--- src/hw/rtl/ptmw_pkg.sv ---
//------------------------------------------------------------------------------
// ptmw_pkg
// shared types, constants and command/status structs for the winding block
//------------------------------------------------------------------------------
`default_nettype none
package ptmw_pkg;
   localparam int COORD_BITS_DEF = 24;
   localparam int MAX_FACES_DEF  = 65536;
   localparam int SUM_BITS       = 18;
   localparam int CSR_ADDR_BITS  = 2;

   localparam logic [CSR_ADDR_BITS-1:0] CSR_TEST_X = 2'd0;
   localparam logic [CSR_ADDR_BITS-1:0] CSR_TEST_Y = 2'd1;
   localparam logic [CSR_ADDR_BITS-1:0] CSR_TEST_Z = 2'd2;

   typedef struct packed {
      logic load;      // capture a triangle
      logic minors;    // register edge minors and vertex classes
      logic edges;     // register edge classes and split minor-times-z products
      logic prods;     // register the determinant, the sum of the three products
      logic commit;    // update accumulator
   } ctl_cmd_type;

   typedef struct packed {
      logic last;      // captured triangle is the last one
   } ctl_sts_type;
endpackage
`default_nettype wire

--- src/hw/rtl/ptmw_ctrl.sv ---
//------------------------------------------------------------------------------
// ptmw_ctrl
// sequencer: load, minors, edges, products, commit, then after a last triangle a result beat
//------------------------------------------------------------------------------
`default_nettype none
module ptmw_ctrl (
   input  wire logic                   clock,
   input  wire logic                   reset,
   input  wire logic                   req_valid,
   output      logic                   req_ready,
   output      logic                   rsp_valid,
   input  wire logic                   rsp_ready,
   output      ptmw_pkg::ctl_cmd_type  cmd,
   input  wire ptmw_pkg::ctl_sts_type  sts
);
   import ptmw_pkg::*;

   localparam logic [2:0] ST_IDLE = 3'd0;
   localparam logic [2:0] ST_MIN  = 3'd1;
   localparam logic [2:0] ST_EDGE = 3'd2;
   localparam logic [2:0] ST_PROD = 3'd3;
   localparam logic [2:0] ST_COMM = 3'd4;
   localparam logic [2:0] ST_OUT  = 3'd5;

   logic [2:0] state_ff, state_in;

   assign req_ready = (state_ff == ST_IDLE);
   assign rsp_valid = (state_ff == ST_OUT);

   always_comb begin
      state_in = state_ff;
      cmd = '0;
      unique case (state_ff)
         ST_IDLE: begin
            cmd.load = req_valid;
            if (req_valid) state_in = ST_MIN;
         end
         ST_MIN: begin
            cmd.minors = 1'b1;
            state_in = ST_EDGE;
         end
         ST_EDGE: begin
            cmd.edges = 1'b1;
            state_in = ST_PROD;
         end
         ST_PROD: begin
            cmd.prods = 1'b1;
            state_in = ST_COMM;
         end
         ST_COMM: begin
            cmd.commit = 1'b1;
            state_in = sts.last ? ST_OUT : ST_IDLE;
         end
         ST_OUT: begin
            if (rsp_ready) state_in = ST_IDLE;
         end
         default: state_in = ST_IDLE;
      endcase
   end

   always_ff @(posedge clock) begin
      if (reset) state_ff <= ST_IDLE;
      else       state_ff <= state_in;
   end

   a_one_owner: assert property (@(posedge clock) disable iff (reset)
      !(req_ready && rsp_valid)) else $error("accept while result pending");
   a_commit_seq: assert property (@(posedge clock) disable iff (reset)
      cmd.commit |-> $past(cmd.prods)) else $error("commit out of order");
   a_load_seq: assert property (@(posedge clock) disable iff (reset)
      cmd.load |=> cmd.minors) else $error("load not followed by minors");
endmodule
`default_nettype wire

--- config.mk ---
export PLATFORM = sky130hd
export DESIGN_NAME = ptmw_ctrl
export DESIGN_NICKNAME = d
export VERILOG_FILES = /design/src/hw/rtl/ptmw_pkg.sv /design/src/hw/rtl/ptmw_ctrl.sv
export SDC_FILE = /design/constraint.sdc
export NUM_CORES = 1
export LEC_CHECK = 0
export ABC_AREA = 1
export BUFFER_PORTS_ARGS = -buffer_cell sky130_fd_sc_hd__buf_2
export CAP_MARGIN = 0
export CORE_AREA = 8 8 45 47
export DETAILED_ROUTE_END_ITERATION = 7
export DIE_AREA = 0 0 53 55
export PLACE_DENSITY_LB_ADDON = 0.15
export SYNTH_ARGS = -nofsm -noshare
export SYNTH_HDL_FRONTEND = slang
export SYNTH_SLANG_ARGS = --single-unit
--- constraint.sdc ---
create_clock -name clock -period 1.15 [get_ports clock]
set_input_delay 0.23 -clock clock [delete_from_list [all_inputs] [get_ports clock]]
set_output_delay 0.23 -clock clock [all_outputs]
set_load 0.01 [all_outputs]
==> results.tsv <==
metric	value	unit
Avg Inst Size Synth	6.175	um^2
post-synth top area cell	dfxtp_1	
failing checks	negative setup slack	
Post-synth EDFFs	0	
Final Hold Viols	0	
DIE HEIGHT	55	um
Total GRT Usage	0.05134	
Largest Register	state_ff	
FFs w/ async S/R, synth	0	
Syn-to-layout area delta	97.38	%
GR Util met3	0.01872	
Reg-to-Reg End	state_ff[0]	
CORE AREA	1384	um^2
Arr. time, crit path	0.99	ns
syn_nets	36	
hold path depth	2	
Layout Nets	57	
run status	finished with violations	
relative slew slack	0.8889	
Placed Instances	58	
Synth top area share	0.3137	
Mapped Area	191.4	um^2
Remaining DRCs	0	
drt first pass iters	2	
DIE AREA	2915	um^2
RePlAce Congestion	0.6134	
H-tree levels	1	
Largest regs	state_ff (3)	
CP startpoint kind	register	
starting density of the core	0.1383	
port bufs	11	
critical path class	reg2out	
M1 GR Usage	0.04097	
via count	245	
worst hold slack	0.1799	ns
CP Capture Type	primary output	
hold path startpoint	reset	
R2R Setup Slk	0.09	ns
most frequent cells after synthesis	7 x nor2_1, 5 x inv_1, 3 x dfxtp_1, 3 x nand2_1, 3 x nand3_1	
pins over their slew limit	0	
final core occ	0.2731	
CP Max Fanout	3	
Syn Inst Count	31	
max FFs per register	3	
post-synthesis register bit count	3	
vias per cell	3.657	
grt ovf	0	
r2r startpoint	state_ff[2]	
Max clock buf depth	2	
ratio of cells with drive above 1 in the final layout	0.6471	
number of global-route vias before repair	290	
antenna violations before repair	0	
# IOs	12	
Final WS setup	-0.07222	ns
count of cell types in the netlist	13	
dominant synthesized flop cell	dfxtp_1	
CTS tree	yes	
Clk Latency, worst-skew pair	0.23	ns
Finished Cell Area	377.9	um^2
Worst-path clk slew	0.04	ns
Reg2Reg Depth	7	
Max rail drop VDD	0.3989	mV
Slew @ Worst Pin	0.1657	ns
Synth area leaders	dfxtp_1 31%, nor2_1 14%, inv_1 9.8%, nand3_1 7.8%, nor2_2 6.5%	
CTS Root Cell	clkbuf_4	
Non-Filler Instances	67	
Synth warnings	0	
Die X	53	um
Antenna Nets Post-Route	0	
cts hold-fix bufs	0	
pwr dens	1346	nW/um^2
Max Cap Viol	0	
sequential share of the synthesized area	0.3137	
fmax	818.2	MHz
Num Clock Sinks	3	
total chip power	0.5088	mW
Final Cycle Share	1.063	
Final min period	1.222	ns
post-DP HPWL	482.3	um
num rows	14	
Leak	0.1866	nW
detailed-route wire length per cell	8.970	um
M2 GR Usage	0.09375	
n_diodes	0	
drt total wl	601	um
final clock skew	0.00007873	ns
dpl cell area	266.5	um^2
Hold EP	state_ff[1]	
final setup violation count	7	
global route hottest layer	met2	
Hold WC Path Type	in2reg	
largest net degree at the start of global routing	7	
filler cell count	176	
RSZ-0062 raised after global routing	yes	
CP Data Required Time	0.92	ns
Iteration-0 DRC Markers	4	
Num CTS Buffers	3	
most common cell in the synthesized netlist	nor2_1	
first-pass GRT wire length	1048	um
## cell type report
type,instances,area [um^2],share of cell area
multi-input combinational,21,132.6,0.3510
timing repair buffer,16,98.84,0.2616
sequential,3,71.32,0.1887
inverter,7,28.78,0.07616
clock buffer,4,26.28,0.06954
tap,16,20.02,0.05298
## kinds of logic after synthesis
group,share of synthesized area
compound gates,0.09800
buf+inv,0.1373
flops,0.3137
simple gates,0.4510
## how the worst max path moves through the flow
| stage | from | slack [ns] | cells after the start | end |
|---|---|---|---|---|
| after floorplan | state_ff[1] | 0.14 | 3 | cmd[4] |
| after global placement | state_ff[0] | 0.08 | 4 | cmd[4] |
| after detailed placement | state_ff[0] | 0.09 | 4 | cmd[4] |
| after CTS | state_ff[0] | -0.11 | 4 | cmd[4] |
| after global routing | state_ff[1] | -0.15 | 4 | cmd[4] |
| final | state_ff[1] | -0.07 | 4 | cmd[4] |
## metrics by stage
stage | TNS, ns | setup slack, ns
after global routing | -0.7968 | -0.1550
after CTS | -0.5144 | -0.1071
final | -0.2880 | -0.07222
after floorplan | 0 | 0.1446
after detailed placement | 0 | 0.08922
after global placement | 0 | 0.08122
## report_power, final
part	internal (mW)	leakage [nW]	switching, mW
Combinational	0.0943	0.145	0.0908
Clock	0.130	0.0150	0.0521
Sequential	0.118	0.0267	0.0237
## metal layers
layer,up-vias,wire length [um]
met2,4,344
li1,134,-
met3,0,35
met4,0,0
met1,107,220
met5,-,0
## critical path, cell delays in order (launching register included)
cell and delay (ns):
dfxtp_4 0.35, nor2_4 0.12, inv_2 0.05, nor3_2 0.08, buf_2 0.14
## repair_timing
item,4_1_cts,5_1_grt
endpoints found under the hold margin,0,0
setup buffers,3,2
pin swaps,3,2
endpoints found under the setup margin,7,7
gates resized for setup,13,2
## cells in the final DEF (no fill, tap or decap)
cell / instances
nand3_1: 2
nand2_1: 2
clkbuf_1: 1
inv_4: 1
buf_2: 10
buf_6: 1
nand3_2: 1
a21oi_2: 1
nor3_2: 2
nand2_2: 1
clkbuf_4: 3
inv_2: 2
o21ai_1: 1
inv_1: 4
buf_4: 5
nor2_4: 2
nor2_1: 7
a21oi_1: 1
nand2_4: 1
dfxtp_4: 3
No activity file was read; power rests on OpenSTA's default activity.
